===== src/hw/rtl/slj_pkg.sv =====
// Shared constants and types of the slot journal state log.
package slj_pkg;

  localparam int NUM_SLOTS = 64;
  localparam int ADDR_W    = $clog2(NUM_SLOTS);
  localparam int PTR_W     = $clog2(NUM_SLOTS + 1);

  localparam logic [7:0] SLOT_EMPTY     = 8'hFF;
  localparam logic [7:0] NO_RESUME_MARK = 8'hEE;

  typedef enum logic [1:0] {
    CMD_WRITE = 2'd0,
    CMD_MARK  = 2'd1,
    CMD_READ  = 2'd2
  } cmd_e;

  typedef enum logic [6:0] {
    ST_CLEAR = 7'b0000001,
    ST_IDLE  = 7'b0000010,
    ST_WRD   = 7'b0000100,
    ST_WCHK  = 7'b0001000,
    ST_RRD   = 7'b0010000,
    ST_RCHK  = 7'b0100000,
    ST_DONE  = 7'b1000000
  } state_e;

  typedef struct packed {
    logic              we;
    logic [ADDR_W-1:0] addr;
    logic [7:0]        wdata;
  } mem_req_t;

  typedef struct packed {
    logic       valid;
    logic       resume_valid;
    logic [7:0] resume_state;
    logic       log_full;
  } result_t;

endpackage


===== src/hw/rtl/slj_ram.sv =====
// Generic single-port synchronous RAM with registered read data.
module slj_ram #(
  parameter int Width = 8,
  parameter int Depth = 64
) (
  input  logic                     clk_i,
  input  logic                     we_i,
  input  logic [$clog2(Depth)-1:0] addr_i,
  input  logic [Width-1:0]         wdata_i,
  output logic [Width-1:0]         rdata_o
);

  logic [Width-1:0] mem_q [Depth];

  always_ff @(posedge clk_i) begin
    if (we_i) begin
      mem_q[addr_i] <= wdata_i;
    end
    rdata_o <= mem_q[addr_i];
  end

endmodule


===== src/hw/rtl/slj_ctrl.sv =====
// Command sequencer: clearing pass, write-pointer scan and resume scan over the slot RAM.
module slj_ctrl (
  input  logic                     clk_i,
  input  logic                     rst_ni,
  input  logic                     in_valid_i,
  output logic                     in_stall_o,
  input  logic [1:0]               command_i,
  input  logic [7:0]               state_value_i,
  output slj_pkg::mem_req_t        mem_req_o,
  input  logic [7:0]               mem_rdata_i,
  output slj_pkg::result_t         result_o,
  input  logic                     result_take_i
);

  localparam logic [slj_pkg::ADDR_W-1:0] LastAddr = slj_pkg::ADDR_W'(slj_pkg::NUM_SLOTS - 1);
  localparam logic [slj_pkg::PTR_W-1:0]  LastPtr  = slj_pkg::PTR_W'(slj_pkg::NUM_SLOTS - 1);
  localparam logic [slj_pkg::PTR_W-1:0]  EndPtr   = slj_pkg::PTR_W'(slj_pkg::NUM_SLOTS);

  slj_pkg::state_e                state_q, state_d;
  logic [slj_pkg::PTR_W-1:0]      wp_q, wp_d;
  logic [slj_pkg::ADDR_W-1:0]     scan_q, scan_d;
  logic [7:0]                     byte_q, byte_d;
  logic [7:0]                     last_q, last_d;
  logic                           any_q, any_d;
  slj_pkg::result_t               res_q, res_d;
  logic                           accept;

  assign in_stall_o = (state_q != slj_pkg::ST_IDLE);
  assign accept     = in_valid_i && !in_stall_o;
  assign result_o   = res_q;

  always_comb begin
    state_d         = state_q;
    wp_d            = wp_q;
    scan_d          = scan_q;
    byte_d          = byte_q;
    last_d          = last_q;
    any_d           = any_q;
    res_d           = res_q;
    mem_req_o.we    = 1'b0;
    mem_req_o.addr  = scan_q;
    mem_req_o.wdata = slj_pkg::SLOT_EMPTY;

    unique case (state_q)
      slj_pkg::ST_CLEAR: begin
        mem_req_o.we = 1'b1;
        scan_d       = scan_q + 1'b1;
        if (scan_q == LastAddr) begin
          state_d = slj_pkg::ST_IDLE;
        end
      end
      slj_pkg::ST_IDLE: begin
        if (accept) begin
          res_d   = '0;
          scan_d  = '0;
          last_d  = '0;
          any_d   = 1'b0;
          byte_d  = state_value_i;
          unique case (slj_pkg::cmd_e'(command_i))
            slj_pkg::CMD_WRITE, slj_pkg::CMD_MARK: begin
              if (slj_pkg::cmd_e'(command_i) == slj_pkg::CMD_MARK) begin
                byte_d = slj_pkg::NO_RESUME_MARK;
              end
              if (wp_q == EndPtr) begin
                res_d.valid    = 1'b1;
                res_d.log_full = 1'b1;
                state_d        = slj_pkg::ST_DONE;
              end else begin
                state_d = slj_pkg::ST_WRD;
              end
            end
            slj_pkg::CMD_READ: begin
              state_d = slj_pkg::ST_RRD;
            end
            default: begin
              // Unused command: no state change, all-zero result.
              res_d.valid = 1'b1;
              state_d     = slj_pkg::ST_DONE;
            end
          endcase
        end
      end
      slj_pkg::ST_WRD: begin
        mem_req_o.addr = wp_q[slj_pkg::ADDR_W-1:0];
        state_d        = slj_pkg::ST_WCHK;
      end
      slj_pkg::ST_WCHK: begin
        mem_req_o.addr = wp_q[slj_pkg::ADDR_W-1:0];
        if (mem_rdata_i == slj_pkg::SLOT_EMPTY) begin
          // The final slot always closes the log with the no-resume mark.
          mem_req_o.we    = 1'b1;
          mem_req_o.wdata = (wp_q == LastPtr) ? slj_pkg::NO_RESUME_MARK : byte_q;
          res_d.valid     = 1'b1;
          state_d         = slj_pkg::ST_DONE;
        end else begin
          wp_d = wp_q + 1'b1;
          if (wp_q == LastPtr) begin
            res_d.valid    = 1'b1;
            res_d.log_full = 1'b1;
            state_d        = slj_pkg::ST_DONE;
          end else begin
            state_d = slj_pkg::ST_WRD;
          end
        end
      end
      slj_pkg::ST_RRD: begin
        state_d = slj_pkg::ST_RCHK;
      end
      slj_pkg::ST_RCHK: begin
        if (mem_rdata_i == slj_pkg::SLOT_EMPTY || scan_q == LastAddr) begin
          if (mem_rdata_i != slj_pkg::SLOT_EMPTY) begin
            last_d = mem_rdata_i;
            any_d  = 1'b1;
          end
          res_d.valid = 1'b1;
          if (any_d && last_d != slj_pkg::NO_RESUME_MARK) begin
            res_d.resume_valid = 1'b1;
            res_d.resume_state = last_d;
          end
          state_d = slj_pkg::ST_DONE;
        end else begin
          last_d  = mem_rdata_i;
          any_d   = 1'b1;
          scan_d  = scan_q + 1'b1;
          state_d = slj_pkg::ST_RRD;
        end
      end
      slj_pkg::ST_DONE: begin
        if (result_take_i) begin
          res_d.valid = 1'b0;
          state_d     = slj_pkg::ST_IDLE;
        end
      end
      default: begin
        state_d = slj_pkg::ST_IDLE;
      end
    endcase
  end

  always_ff @(posedge clk_i or negedge rst_ni) begin
    if (!rst_ni) begin
      state_q <= slj_pkg::ST_CLEAR;
      wp_q    <= '0;
      scan_q  <= '0;
      res_q   <= '0;
    end else begin
      state_q <= state_d;
      wp_q    <= wp_d;
      scan_q  <= scan_d;
      res_q   <= res_d;
    end
  end

  always_ff @(posedge clk_i) begin
    byte_q <= byte_d;
    last_q <= last_d;
    any_q  <= any_d;
  end

endmodule


===== src/hw/rtl/slot_journal_state_log_unit.sv =====
// Slot journal state log: one result item per command, resume lookup and append over a slot RAM.
// A write scans slots from the write pointer and a read scans from slot 0, each slot through a
// read state and a check state; a write to an exhausted log or an unused command goes straight
// to the result without a scan.
// Each slot check is a read and a compare through the one port of the slot RAM.
// Throughput: one item at a time; the next item is accepted the cycle after the result enters
// the output register. Reset: a clearing pass writes every slot empty, with in_stall_o high
// throughout.
module slot_journal_state_log_unit (
  input  logic       clk_i,
  input  logic       rst_ni,
  input  logic       in_valid_i,
  output logic       in_stall_o,
  input  logic [1:0] in_command_i,
  input  logic [7:0] in_state_value_i,
  output logic       out_valid_o,
  input  logic       out_stall_i,
  output logic       out_resume_valid_o,
  output logic [7:0] out_resume_state_o,
  output logic       out_log_full_o
);

  slj_pkg::mem_req_t mem_req;
  logic [7:0]        mem_rdata;
  slj_pkg::result_t  result;
  logic              take;
  logic              out_valid_q, out_valid_d;
  logic              resume_valid_q;
  logic [7:0]        resume_state_q;
  logic              log_full_q;

  slj_ctrl u_ctrl (
    .clk_i         (clk_i),
    .rst_ni        (rst_ni),
    .in_valid_i    (in_valid_i),
    .in_stall_o    (in_stall_o),
    .command_i     (in_command_i),
    .state_value_i (in_state_value_i),
    .mem_req_o     (mem_req),
    .mem_rdata_i   (mem_rdata),
    .result_o      (result),
    .result_take_i (take)
  );

  slj_ram #(
    .Width (8),
    .Depth (slj_pkg::NUM_SLOTS)
  ) u_slots (
    .clk_i   (clk_i),
    .we_i    (mem_req.we),
    .addr_i  (mem_req.addr),
    .wdata_i (mem_req.wdata),
    .rdata_o (mem_rdata)
  );

  // The output register takes a new result whenever it is empty or being drained.
  assign take        = result.valid && (!out_valid_q || !out_stall_i);
  assign out_valid_d = take || (out_valid_q && out_stall_i);

  always_ff @(posedge clk_i or negedge rst_ni) begin
    if (!rst_ni) begin
      out_valid_q <= 1'b0;
    end else begin
      out_valid_q <= out_valid_d;
    end
  end

  always_ff @(posedge clk_i) begin
    if (take) begin
      resume_valid_q <= result.resume_valid;
      resume_state_q <= result.resume_state;
      log_full_q     <= result.log_full;
    end
  end

  assign out_valid_o        = out_valid_q;
  assign out_resume_valid_o = resume_valid_q;
  assign out_resume_state_o = resume_state_q;
  assign out_log_full_o     = log_full_q;

  a_full_excludes_resume: assert property (@(posedge clk_i) disable iff (!rst_ni)
    out_valid_o |-> !(out_resume_valid_o && out_log_full_o))
    else $error("result flags both a resume state and a full log");

  a_no_resume_is_zero: assert property (@(posedge clk_i) disable iff (!rst_ni)
    (out_valid_o && !out_resume_valid_o) |-> (out_resume_state_o == 8'h00))
    else $error("resume state is not zero without a resumable state");

  a_busy_after_accept: assert property (@(posedge clk_i) disable iff (!rst_ni)
    (in_valid_i && !in_stall_o) |=> in_stall_o)
    else $error("input not stalled while an item is being processed");

endmodule


===== config.mk =====
export PLATFORM = sky130hd
export DESIGN_NAME = slot_journal_state_log_unit
export DESIGN_NICKNAME = d
export VERILOG_FILES = /design/src/hw/rtl/slj_pkg.sv /design/src/hw/rtl/slj_ram.sv /design/src/hw/rtl/slj_ctrl.sv /design/src/hw/rtl/slot_journal_state_log_unit.sv
export SDC_FILE = /design/constraint.sdc
export NUM_CORES = 1
export LEC_CHECK = 0
export BUFFER_PORTS_ARGS = -buffer_cell sky130_fd_sc_hd__clkbuf_2
export CELL_PAD_IN_SITES_DETAIL_PLACEMENT = 1
export CELL_PAD_IN_SITES_GLOBAL_PLACEMENT = 1
export CORE_ASPECT_RATIO = 0.6
export CORE_UTILIZATION = 45
export DETAILED_ROUTE_END_ITERATION = 10
export GPL_TIMING_DRIVEN = 1
export PLACE_DENSITY_LB_ADDON = 0.12
export SLEW_MARGIN = 15
export SYNTH_ARGS = -nofsm -noshare
export SYNTH_HDL_FRONTEND = slang
export SYNTH_SLANG_ARGS = --single-unit

===== constraint.sdc =====
create_clock -name clk_i -period 4.2 [get_ports clk_i]
set_input_delay 0.63 -clock clk_i [delete_from_list [all_inputs] [get_ports clk_i]]
set_output_delay 0.63 -clock clk_i [all_outputs]
set_load 0.03 [all_outputs]

# After elaboration in Yosys (flattened, before gate mapping)
# Memory sizes are Yosys's and may differ from the RTL's. A register that Yosys moved wholly into a read port is not among the register bits.
# Index checks and enable logic that the tools add are counted.
[totals] regBits=59 mem_bits_rw=512 in_bits=14 n_memories=1
[op_classes] n_addsub=2 eq_ne=25 n_mux=47 n_bitwise=1 reduce_logical=25
[memory_table] name="u_slots.mem_q" words=64 word_bits=8 read_ports=1 rd_ports_with_merged_regs=1 wr=1 line="slj_ram.sv:13" text="logic [Width-1:0] mem_q [Depth];"
[ops] operator="$mux W8" n=10
[ops] operator="$mux W7" n=7
[ops] operator="$pmux W7 S7" n=1
[ops] operator="$mux W6" n=3
[ops] operator="$pmux W6 S3" n=1
[ops] operator="$pmux W9 S2" n=1
[ops] operator="$ne A8 B8 Y1 const B" n=2
[ops] operator="$pmux W8 S2" n=1
[ops] operator="$eq A7 B6 Y1 const B" n=2
[ops] operator="$eq A7 B7 Y1 const B" n=2
[ops] operator="$mux W1" n=14
[ops] operator="$pmux W7 S2" n=1
[ops] operator="$mux W11" n=1
[ops] operator="$mux W10" n=1
[ops] operator="$ne A2 B1 Y1 const B" n=5
[ops] operator="$mux W9" n=1
[ops] operator="$eq A8 B8 Y1 const B" n=1
[ops] operator="$pmux W1 S2" n=4
[ops] operator="$reduce_and A4 Y1" n=2
[ops] operator="$add A7 B1 Y7 const B" n=1
[ops] operator="$eq A7 B1 Y1 const B" n=1
[ops] operator="$eq A7 B2 Y1 const B" n=1
[ops] operator="$eq A7 B3 Y1 const B" n=1
[ops] operator="$eq A7 B4 Y1 const B" n=1
[ops] operator="other kinds (21)" n=35

# Logic depth before layout (Yosys ltp)
# Gate-level depths: netlist (run 1).
[logic_depth] ltp_word=9 ltp_mapped=12 mapped_depth_nobuf=7

# By module
# From an unflattened synthesis (run 1), not the netlist that was laid out.
[unflattened] cells_unflattened=1403 area_unflattened_um2=23263.6
[by_module_without_submodules] module="slj_ram" n_inst=1 cells_each=1171 area_per_inst_um2=20449.6 seq_area_each_um2=15534.9
[by_module_without_submodules] module="slj_ctrl" n_inst=1 cells_each=219 area_per_inst_um2=2469.9 seq_area_each_um2=1287.5
[by_module_without_submodules] module="slot_journal_state_log_unit" n_inst=1 cells_each=13 area_per_inst_um2=344.1 seq_area_each_um2=325.3

# Worst setup path before layout (run 1)
# OpenSTA, ideal clock, no wires.
[synth_timing] path_kind="flip-flop to flip-flop" from="reg u_ctrl.wp_q[2] (netlist bit)" to="mem u_slots.mem_q[0][0], data pin" arrival_ns=3.631 t_required_ns=3.498 setup_slack_ns=-0.132 stages_incl_launch_ff=7 n_path_buf=2 period_less_slack_ns=4.332 cell_sequence="dfrtp_1 -> clkbuf_1 -> clkbuf_1 -> and3_1 -> nand3_1 -> nor2_1 -> o21ai_0"
[synth_rtl] element="start: declaration" line="slj_ctrl.sv:20" text="logic [slj_pkg::PTR_W-1:0] wp_q, wp_d;"
[synth_rtl] element="start signal: assignment" line="slj_ctrl.sv:148" text="wp_q <= wp_d;"
[synth_rtl] element="end: declaration" line="slj_ram.sv:13"

# Worst setup path after layout (run 1)
[layout_timing] from="reg u_ctrl.state_q[2]" to="reg u_slots.rdata_o[1] (read register of u_slots.mem_q)"
[layout_via] elab_chain_len=3
[layout_lines] element="start: declaration" line="slj_ctrl.sv:19" text="slj_pkg::state_e state_q, state_d;"
[layout_lines] element="start signal: assignment" line="slj_ctrl.sv:142" text="state_q <= slj_pkg::ST_CLEAR;"
[layout_lines] element="start signal: assignment" line="slj_ctrl.sv:147" text="state_q <= state_d;"
[layout_lines] element="$eq A7 B3 Y1 or $eq A7 B4 Y1 (tied branches)" line="slj_ctrl.sv:44" text="unique case (state_q)"
[layout_lines] element="$reduce_or A2 Y1 (no line) (*)"
[layout_lines] element="$mux W6 (*)" line="slj_ctrl.sv:44"
[layout_lines] element="end: declaration" line="slj_ram.sv:10" text="output logic [Width-1:0] rdata_o"
# Every way passes the cells marked *; elsewhere a longest branch is shown, timed or not.
# A chain may end at the register's enable or synchronous reset.

==> results.json, run 1 <==
{
  "r2r_cells": 8,
  "p_leak_nw": 9.827,
  "drt_iter0_drc": 2468,
  "syn_to_final_growth_pct": 16.01,
  "setup.worst_path.class": "flip-flop to flip-flop",
  "place_area_um2": 24710,
  "ant_nets": 0,
  "arrival_ns": 4.58,
  "dr.pass1.iters": 9,
  "clockBufferDepth": 3,
  "outcome": "finished, final reports clean",
  "power.total_mw": 11.32,
  "route.met3.wl_mm": 8.288,
  "num-fill-cells": 4688,
  "wl_met1_mm": 34.59,
  "port_buffers": 25,
  "clock_latency_ns": 0.63,
  "post-route-period-util": 0.9703,
  "syn_area_per_cell_um2": 15.40,
  "skew_ns": 0.06183,
  "cp-start-kind": "flip-flop",
  "crit_start": "u_ctrl.state_q[2]",
  "die-area_um2": 51740,
  "gr-total-overflow": 0,
  "grt_pass1_vias": 14630,
  "drive_above_1_share": 0.1873,
  "min_path_type": "input port to asynchronous set/reset pin",
  "drv_slew": 0,
  "r2r_start": "u_ctrl.state_q[2]",
  "wl_met2_mm": 29.61,
  "dr_total_vias": 15090,
  "cts_setup_buffers": 0,
  "crit_path_end_kind": "flip-flop",
  "cts_root_buf": "clkbuf_16",
  "antenna_found_initial": 0,
  "final_area_um2": 26520,
  "reg2reg_slack_ns": 0.12,
  "fin_tns_setup_ns": 0,
  "cts_hold_buf": 0,
  "cts_tree": "built",
  "required_ns": 4.70,
  "setup_viol": 0,
  "fin_nets": 1621,
  "drcViolationCount": 0,
  "worstSetupEndpoint": "u_slots.rdata_o[1]",
  "synth.distinct_cells": 74,
  "p_per_area_nw_per_um2": 426.7,
  "viasPerCell": 6.486,
  "die_height_um": 176.6,
  "grt_max_degree": 65,
  "timing.fmax_ghz": 0.2454,
  "vdd_ir_drop_max_v": 0.0004099,
  "routedWlPerCell_um": 31.63,
  "period_minus_slack_ns": 4.075,
  "rsz0062_at_grt": "false",
  "yosys_warnings": 0,
  "synthCells": 1485,
  "top_layer": "met4",
  "relSlewSlack": 0.2912,
  "yosysMostFrequentCell": "edfxtp_1",
  "io_pins": 26,
  "synth_fp_nets": 1502,
  "yosysSeqAreaShare": 0.7500,
  "wirelength_mm": 73.57,
  "async_reset_ff_frac": 0.05527,
  "finalHoldViolCount": 0,
  "dp.cells": 2232,
  "stdcell_count": 2326,
  "rows": 63,
  "synthTopCellsByCount": "edfxtp_1, nor2_1, a222oi_1",
  "grt_pass1_wl_mm": 106.1,
  "synth_enable_flop_cells": 539,
  "drv_cap": 0,
  "grtUsageTotal": 0.2855,
  "ys_top_cells_by_area": "edfxtp_1, a222oi_1, dfrtp_1",
  "start_util": 0.4597,
  "dieWidth_um": 293.0,
  "synth_area_um2": 22860,
  "worst_slew_pin_slew_ns": 1.059,
  "gp_congestion": 0.9205,
  "timing.rr.end": "u_slots.rdata_o[1]",
  "cts.sinks": 579,
  "path_clk_slew_ns": 0.07,
  "num_antenna_cells": 0,
  "core-area_um2": 49740,
  "cts-buffers-inserted": 52,
  "synth_largest_area_cell": "edfxtp_1",
  "dp_hpwl_mm": 48.88,
  "htreeDepth": 2,
  "synth_flop_cell": "edfxtp_1",
  "synth-seq-cells": 579,
  "cp_max_fo": 32,
  "synth_top_area_share": 0.7079
}
## worst max-delay path: stages, from the launching register on
cell	delay, ns
dfrtp_1	0.47
xor2_2	0.65
a311oi_1	0.26
or2_2	0.68
buf_4	0.39
a22o_1	0.27
nor4_1	0.43
o221ai_1	0.35
or4_1	0.45
## worst min path at each step
| stage | slack, ns | start | endpoint |
|---|---|---|---|
| after floorplan | 0.33 | rst_ni | out_valid_o |
| after global placement | 0.43 | u_ctrl.result_o[7] | out_resume_state_o[6] |
| after detailed placement | 0.44 | u_ctrl.result_o[5] | out_resume_state_o[4] |
| after CTS | 0.16 | rst_ni | u_ctrl.wp_q[0] |
| after global routing | 0.21 | rst_ni | u_ctrl.wp_q[0] |
| final | 0.15 | rst_ni | u_ctrl.wp_q[0] |
## final cells by class
cell class	instances	area, um^2	share of cell area
clock buffers	56	1316	0.04962
well taps	682	853.3	0.03217
clock inverters	38	485.5	0.01830
inverters	11	41.29	0.001557
flip-flops and latches	579	17150	0.6465
repair buffers	167	1304	0.04915
multi-input cells	793	5376	0.2027
## where the power goes
| group | total (mW) | switching, mW | internal (mW) |
|---|---|---|---|
| Clock | 5.09 | 2.20 | 2.89 |
| Sequential | 6.21 | 0 | 6.21 |
| Combinational | 0.0190 | 0.0118 | 0.00722 |
| Total | 11.3 | 2.21 | 9.11 |
## kinds of logic after synthesis
family | after synthesis | synth area share
AOI/OAI and AO/OA | 383 | 0.1257
xor gates and xnor gates | 10 | 0.004488
adders and majority gates | 3 | 0.001642
buffers and inverters | 113 | 0.01943
DFF | 579 | 0.7500
muxes | 31 | 0.01456
and+or+nand+nor | 366 | 0.08422
## registers in the layout, summed over array words and instances, names as in the netlist
name                cells
out_valid_o             1
u_ctrl.byte_q           8
u_ctrl.any_q            1
out_resume_valid_o      1
out_log_full_o          1
out_resume_state_o      8
u_ctrl.wp_q             7
u_ctrl.last_q           8
u_slots.rdata_o         8
u_slots.mem_q         512
u_ctrl.state_q          7
u_ctrl.result_o        11
u_ctrl.scan_q           6
## placed cells by master, fill, tap and decap left out, types with 9 or more instances in the layout
master,n
edfxtp_1,539
buf_4,133
nor2_1,85
a222oi_1,85
nand2_1,82
o21ai_0,77
clkbuf_16,52
a21oi_1,46
nand3_1,40
a22o_1,33
dfrtp_1,31
nand4_1,25
clkbuf_2,25
a31oi_1,24
nand2b_1,18
mux2_2,18
a22oi_1,17
nor4_1,14
and3b_1,14
mux2i_1,12
a21o_1,12
clkinv_2,12
inv_1,11
clkinv_1,10
bufinv_16,10
and3_1,9
or2_2,9
buf_12,9
## per-layer routing
metal / up-vias / track usage
li1: 6264 / -
met1: 7873 / 0.4708
met2: 875 / 0.3852
met3: 74 / 0.06067
met4: 0 / 0.04712
met5: - / 0
## timing repair
action,in CTS,in global routing
gates resized for setup,0,1
endpoints found under the setup margin,0,4
endpoints found under the hold margin,0,0
## per-stage QoR
step	util	setup slack, ns	hold WS, ns
after floorplan	-	-0.1325	0.3344
after global placement	0.4967	0.1934	0.4308
after global routing	0.5333	0.004292	0.2098
after CTS	0.5330	0.06066	0.1620
after detailed placement	0.4967	0.01178	0.4379
final	0.5333	0.1248	0.1490
(Power assumes the default switching activity.)
==> inputs of run 2 (changes only) <==
--- a/config.mk
+++ b/config.mk
@@ -8,10 +8,10 @@
 export BUFFER_PORTS_ARGS = -buffer_cell sky130_fd_sc_hd__clkbuf_2
 export CELL_PAD_IN_SITES_DETAIL_PLACEMENT = 1
 export CELL_PAD_IN_SITES_GLOBAL_PLACEMENT = 1
-export CORE_ASPECT_RATIO = 0.6
+export CORE_ASPECT_RATIO = 1.2
 export CORE_UTILIZATION = 45
 export DETAILED_ROUTE_END_ITERATION = 10
-export GPL_TIMING_DRIVEN = 1
+export GPL_TIMING_DRIVEN = 0
 export PLACE_DENSITY_LB_ADDON = 0.12
 export SLEW_MARGIN = 15
 export SYNTH_ARGS = -nofsm -noshare
==> constraint.sdc (replaced) <==
create_clock -name clk_i -period 5 [get_ports clk_i]
set_input_delay 0.75 -clock clk_i [delete_from_list [all_inputs] [get_ports clk_i]]
set_output_delay 0.75 -clock clk_i [all_outputs]
set_load 0.03 [all_outputs]
==> run 2 against run 1 <==
Die area hardly changed. Non-clock buffer count down 29. Routed wire length is 1.6% higher. Sequential power fell by 16%. Fmax fell by 18%. Clock-buffer cell count up 13. Register-to-register slack worse by 0.07 ns. Flip-flop and latch count did not move. Largest power group unchanged. Highest routed layer is now met5.
==> results.json, run 2 (synthesized netlist as in run 1, its figures left out) <==
{
  "outcome": "finished, final reports clean",
  "place_worst_setup_slack_ns": -0.9512,
  "cp_max_fo": 19,
  "p_seq_frac": 0.549,
  "drcViolationCount": 0,
  "crit_top_cell": "buf_2",
  "drv_slew": 0,
  "cts_hold_buf": 0,
  "drv_cap": 0,
  "crit_path_end_kind": "flip-flop",
  "post-route-period-util": 0.9900,
  "cts.sinks": 579,
  "path_buf_inv": 3,
  "p_per_area_nw_per_um2": 363.8,
  "cpLargestDelayFamily": "compound AO/OA/AOI/OAI gates",
  "clock_latency_ns": 0.64,
  "whs_ns": 0.2186,
  "drt_iter0_drc": 1834,
  "num_antenna_cells": 0,
  "core-area_um2": 50220,
  "finalHoldViolCount": 0,
  "port_buffers": 25,
  "min_path_type": "input port to asynchronous set/reset pin",
  "ant_nets": 0,
  "layout_common_cells": "edfxtp_1, clkbuf_1, a222oi_1, nand2_1, o21ai_0",
  "relSlewSlack": 0.2138,
  "viasPerCell": 6.493,
  "final_area_um2": 26100,
  "dieWidth_um": 207.8,
  "period_minus_slack_ns": 4.950,
  "largest-register": "u_slots.mem_q",
  "final_common_cell": "edfxtp_1",
  "dr_total_vias": 14740,
  "setup.worst_path.class": "flip-flop to flip-flop",
  "clockBufferDepth": 3,
  "routedWlPerCell_um": 32.92,
  "start_util": 0.4553,
  "dp.cells": 2165,
  "path_clk_slew_ns": 0.07,
  "antenna_found_initial": 2,
  "dp_hpwl_mm": 51.28,
  "io_pins": 26,
  "vdd_ir_drop_max_v": 0.0002670,
  "skew_ns": 0.02497,
  "setup_viol": 0,
  "gp_congestion": 0.9001,
  "dr.pass1.iters": 8,
  "combPwrFrac": 0.002,
  "cp-start-kind": "flip-flop",
  "rows": 90,
  "slowest_stage": "o41ai_1",
  "place_area_um2": 24070,
  "timing.fmax_ghz": 0.2020,
  "grt_pass1_vias": 15030,
  "grtUsageTotal": 0.2889,
  "gr-total-overflow": 0,
  "power.total_mw": 9.494,
  "cts_tree": "built",
  "slowest_delay_ns": 0.81,
  "worst_slew_pin_slew_ns": 1.179,
  "fin_ws_ns": 0.04996,
  "grt_max_degree": 65,
  "die-area_um2": 51720,
  "arrival_ns": 5.39,
  "cts_root_buf": "clkbuf_16",
  "htreeDepth": 2,
  "wirelength_mm": 74.72,
  "drive_above_1_share": 0.1568,
  "reg2reg_slack_ns": 0.05,
  "syn_to_final_growth_pct": 14.15,
  "p_sw_mw": 1.875,
  "fin_nets": 1597,
  "p_int_mw": 7.618,
  "swShare": 0.1975,
  "largest_reg_flops": 512,
  "p_leak_nw": 9.382,
  "worstPathCellList": "nor3_1, buf_2, a31oi_1, or2_1, buf_2, clkbuf_1, a22o_1, o41ai_1, o2111ai_1, or4_1",
  "rsz0062_at_grt": "false",
  "required_ns": 5.44,
  "power_frac_clock": 0.449,
  "stdcell_count": 2270,
  "cts-buffers-inserted": 57,
  "die_height_um": 248.9,
  "grt_pass1_wl_mm": 106.9
}
run 2: changes by cell type in the layout (fill, tap and decap cells not counted), moves of 5 or more:
cell and delta:
buf_4 -130, clkbuf_1 +83, nor2_1 -56, nor2_2 +49, buf_2 +16, nor2_4 +7
clkbuf_16 +5, clkbuf_2 +5
run 2: layout make-up:
class,instances,area [um^2]
fill,4759,24120
sequential,579,17150
multi-input combinational,793,5575
clock buffer,69,1471
tap,644,805.8
buffer,101,412.9
clock inverter,36,326.6
timing repair buffer,37,317.8
inverter,11,41.29
run 2: worst reg2reg max path: cells and delay by family, from the launching register on:
kind	cells	cell delay, ns
AO/OA/AOI/OAI	4	1.64
flip-flops	1	0.42
buffers and inverters	3	1.21
AND/OR/NAND/NOR	3	1.51
run 2: power by group through the flow:
| stage | combinational [mW] | sequential [mW] | clock [mW] |
|---|---|---|---|
| 2_1_floorplan | 0.00386 | 5.32 | 0 |
| 6_report | 0.0158 | 5.22 | 4.26 |
| 5_1_grt | 0.0184 | 5.21 | 4.46 |
| 3_5_place_dp | 0.0166 | 5.32 | 0 |
| 3_3_place_gp | 0.0160 | 5.32 | 0 |
| 4_1_cts | 0.0168 | 5.22 | 4.30 |
run 2: per-stage QoR:
step / setup TNS [ns] / utilization
final: 0 / 0.5197
after global routing: 0 / 0.5197
after CTS: -6.302 / 0.5173
after detailed placement: -140.63 / 0.4793
after global placement: -610.97 / 0.4738
after floorplan: 0 / -
run 2: final timing paths:
path | from | end | depth (start not counted)
worst min-delay path | rst_ni | u_ctrl.wp_q[5] | 1
worst max register to register | u_ctrl.state_q[4] | u_slots.rdata_o[6] | 10
worst min register to register | u_ctrl.result_o[1] | out_resume_state_o[0] | 0
worst max-delay path | u_ctrl.state_q[4] | u_slots.rdata_o[6] | 10
max in group asynchronous | rst_ni | u_ctrl.result_o[6] | 1
min in group clk_i | out_stall_i | out_valid_o | 2
run 2: per-layer routing:
| metal | GRT usage | routed length (um) | vias up |
|---|---|---|---|
| met4 | 0.1257 | 3470 | 4 |
| met5 | 0 | 29 | - |
| met3 | 0.05295 | 5530 | 171 |
| li1 | - | - | 6234 |
| met2 | 0.4752 | 36150 | 692 |
| met1 | 0.3758 | 29540 | 7639 |
run 2: timing repair:
item,CTS,global route
hold endpoints to repair,0,0
gates resized for setup,38,38
setup endpoints to repair,394,340
pin swaps,1,1
buffers inserted,1,0
==> inputs of run 3 (changes only) <==
--- a/config.mk
+++ b/config.mk
@@ -6,10 +6,10 @@
 export NUM_CORES = 1
 export LEC_CHECK = 0
 export BUFFER_PORTS_ARGS = -buffer_cell sky130_fd_sc_hd__clkbuf_2
-export CELL_PAD_IN_SITES_DETAIL_PLACEMENT = 1
+export CELL_PAD_IN_SITES_DETAIL_PLACEMENT = 0
 export CELL_PAD_IN_SITES_GLOBAL_PLACEMENT = 1
-export CORE_ASPECT_RATIO = 1.2
 export CORE_UTILIZATION = 45
+export CTS_CLUSTER_SIZE = 40
 export DETAILED_ROUTE_END_ITERATION = 10
 export GPL_TIMING_DRIVEN = 0
 export PLACE_DENSITY_LB_ADDON = 0.12
==> run 3 against run 2 <==
The run now ends with negative setup slack left. Hold slack better by 0.0055 ns. Core utilization up 0.65 points. Total power up 3.6%. Sequential power about the same. Non-clock buffer count up 1. Global-route usage down 1.5 points. Register-to-register slack worse by 0.07 ns. Final area up 1.1%. Fmax down 1.3%.
==> results.json, run 3 (synthesized netlist as in run 1, its figures left out) <==
{
  "largest-register": "u_slots.mem_q",
  "cpLargestDelayFamily": "simple AND/OR/NAND/NOR gates",
  "cp_max_fo": 10,
  "slowest_delay_ns": 0.76,
  "dieWidth_um": 227.4,
  "r2r_start": "u_ctrl.state_q[4]",
  "dr.pass1.iters": 9,
  "outcome": "finished, violations left",
  "timing.rr.end": "u_slots.mem_q[31][6]",
  "rows": 82,
  "drive_above_1_share": 0.1604,
  "layout_common_cells": "edfxtp_1, a222oi_1, nand2_1, clkbuf_1, o21ai_0",
  "die-area_um2": 51720,
  "clock_latency_ns": 0.64,
  "r2r_cells": 9,
  "crit_path_end_kind": "flip-flop",
  "setup_viol": 10,
  "setup.worst_path.class": "flip-flop to flip-flop",
  "period_minus_slack_ns": 5.016,
  "grt_max_degree": 65,
  "cts.sinks": 579,
  "worstPathCellList": "or3_1, clkbuf_1, buf_2, nor4_2, or2_1, buf_2, clkdlybuf4s15_1, nand2_1, nor2_2",
  "worstSetupEndpoint": "u_slots.mem_q[31][6]",
  "p_leak_nw": 9.503,
  "skew_ns": 0.02732,
  "port_buffers": 25,
  "vdd_ir_drop_max_v": 0.0003139,
  "path_buf_inv": 4,
  "wirelength_mm": 69.74,
  "cts-buffers-inserted": 59,
  "gp_congestion": 0.9036,
  "dp_hpwl_mm": 47.65,
  "required_ns": 5.27,
  "drcViolationCount": 0,
  "viasPerCell": 6.314,
  "crit_start": "u_ctrl.state_q[4]",
  "rsz0062_at_grt": "true",
  "slowest_stage": "clkdlybuf4s15_1",
  "reg2reg_slack_ns": -0.02,
  "crit_top_cell": "buf_2",
  "fin_ws_ns": -0.01620,
  "drv_slew": 0,
  "syn_to_final_growth_pct": 15.44,
  "routedWlPerCell_um": 30.24,
  "cts_tree": "built",
  "path_clk_slew_ns": 0.06,
  "cp-start-kind": "flip-flop",
  "htreeDepth": 2,
  "grt_pass1_vias": 13820,
  "clockBufferDepth": 3,
  "antenna_found_initial": 3,
  "worst_slew_pin_slew_ns": 1.303,
  "min_path_type": "input port to asynchronous set/reset pin",
  "io_pins": 26,
  "arrival_ns": 5.29,
  "core-area_um2": 50170,
  "finalHoldViolCount": 0,
  "drv_cap": 0,
  "die_height_um": 227.4,
  "grt_pass1_wl_mm": 98.81,
  "cts_root_buf": "clkbuf_16",
  "timing.fmax_ghz": 0.1994,
  "relSlewSlack": 0.1273,
  "dr_total_vias": 14560,
  "critical_path_cell_count": 9,
  "final_common_cell": "edfxtp_1",
  "post-route-period-util": 1.003,
  "ant_nets": 0,
  "violations": "negative setup slack",
  "utilization": 0.5261,
  "fin_nets": 1600,
  "drt_iter0_drc": 2054,
  "power.total_mw": 9.838,
  "p_per_area_nw_per_um2": 372.7,
  "grtUsageTotal": 0.2744,
  "gr-total-overflow": 0,
  "start_util": 0.4557,
  "largest_reg_flops": 512
}
[run 3: report_power, final]
| part | switching (mW) | internal, mW |
|---|---|---|
| clock | 1.88 | 2.73 |
| combinational | 0.00953 | 0.00607 |
| sequential | 0 | 5.22 |
[run 3: stage by stage]
step	std cells	TNS, ns	instance area (um^2)	hold WS, ns	setup WS (ns)
after detailed placement	2194	-103.93	24140	0.4292	-0.7389
final	2306	-0.1099	26400	0.2241	-0.01620
after floorplan	1485	0	22860	0.4211	0.6675
after global routing	2305	-0.5432	26390	0.2880	-0.06674
after global placement	2182	-674.37	23830	0.4299	-3.758
after CTS	2306	-5.798	26290	0.2460	-0.1604
[run 3: final cells by class]
type	instances	area (um^2)
antenna	1	2.502
buffer	101	416.7
clock buffer	63	1491
clock inverter	48	529.3
fill	4151	23780
inverter	11	41.29
multi-input combinational	793	5575
sequential	579	17150
tap	672	840.8
timing repair buffer	38	350.3
[run 3: how the worst min path moves through the flow]
stage | start | to | slack (ns) | depth (start not counted)
final | rst_ni | u_ctrl.wp_q[5] | 0.22 | 1
after global routing | rst_ni | u_ctrl.wp_q[5] | 0.29 | 1
after floorplan | u_ctrl.result_o[1] | out_resume_state_o[0] | 0.42 | 0
after CTS | rst_ni | u_ctrl.wp_q[5] | 0.25 | 1
after global placement | u_ctrl.result_o[3] | out_resume_state_o[2] | 0.43 | 0
after detailed placement | u_ctrl.result_o[1] | out_resume_state_o[0] | 0.43 | 0
[run 3: routing by layer]
metal  wire [um]  GRT usage  vias up
li1            -          -     6254
met1       29710     0.3926     7434
met2       31730     0.4248      737
met3        5893    0.04530      130
met4        2378    0.09634        6
met5          32          0        -
[run 3: what timing repair did]
action,in CTS,in global routing
setup endpoints to repair,347,329
gates cloned,0,0
hold buffers,0,0
buffers inserted,1,0
gates resized for setup,41,36
[run 3: worst reg2reg max path: stages (launching register included)]
cell             delay, ns
dfrtp_1               0.40
or3_1                 0.36
clkbuf_1              0.27
buf_2                 0.30
nor4_2                0.71
or2_1                 0.23
buf_2                 0.32
clkdlybuf4s15_1       0.76
nand2_1               0.69
nor2_2                0.65
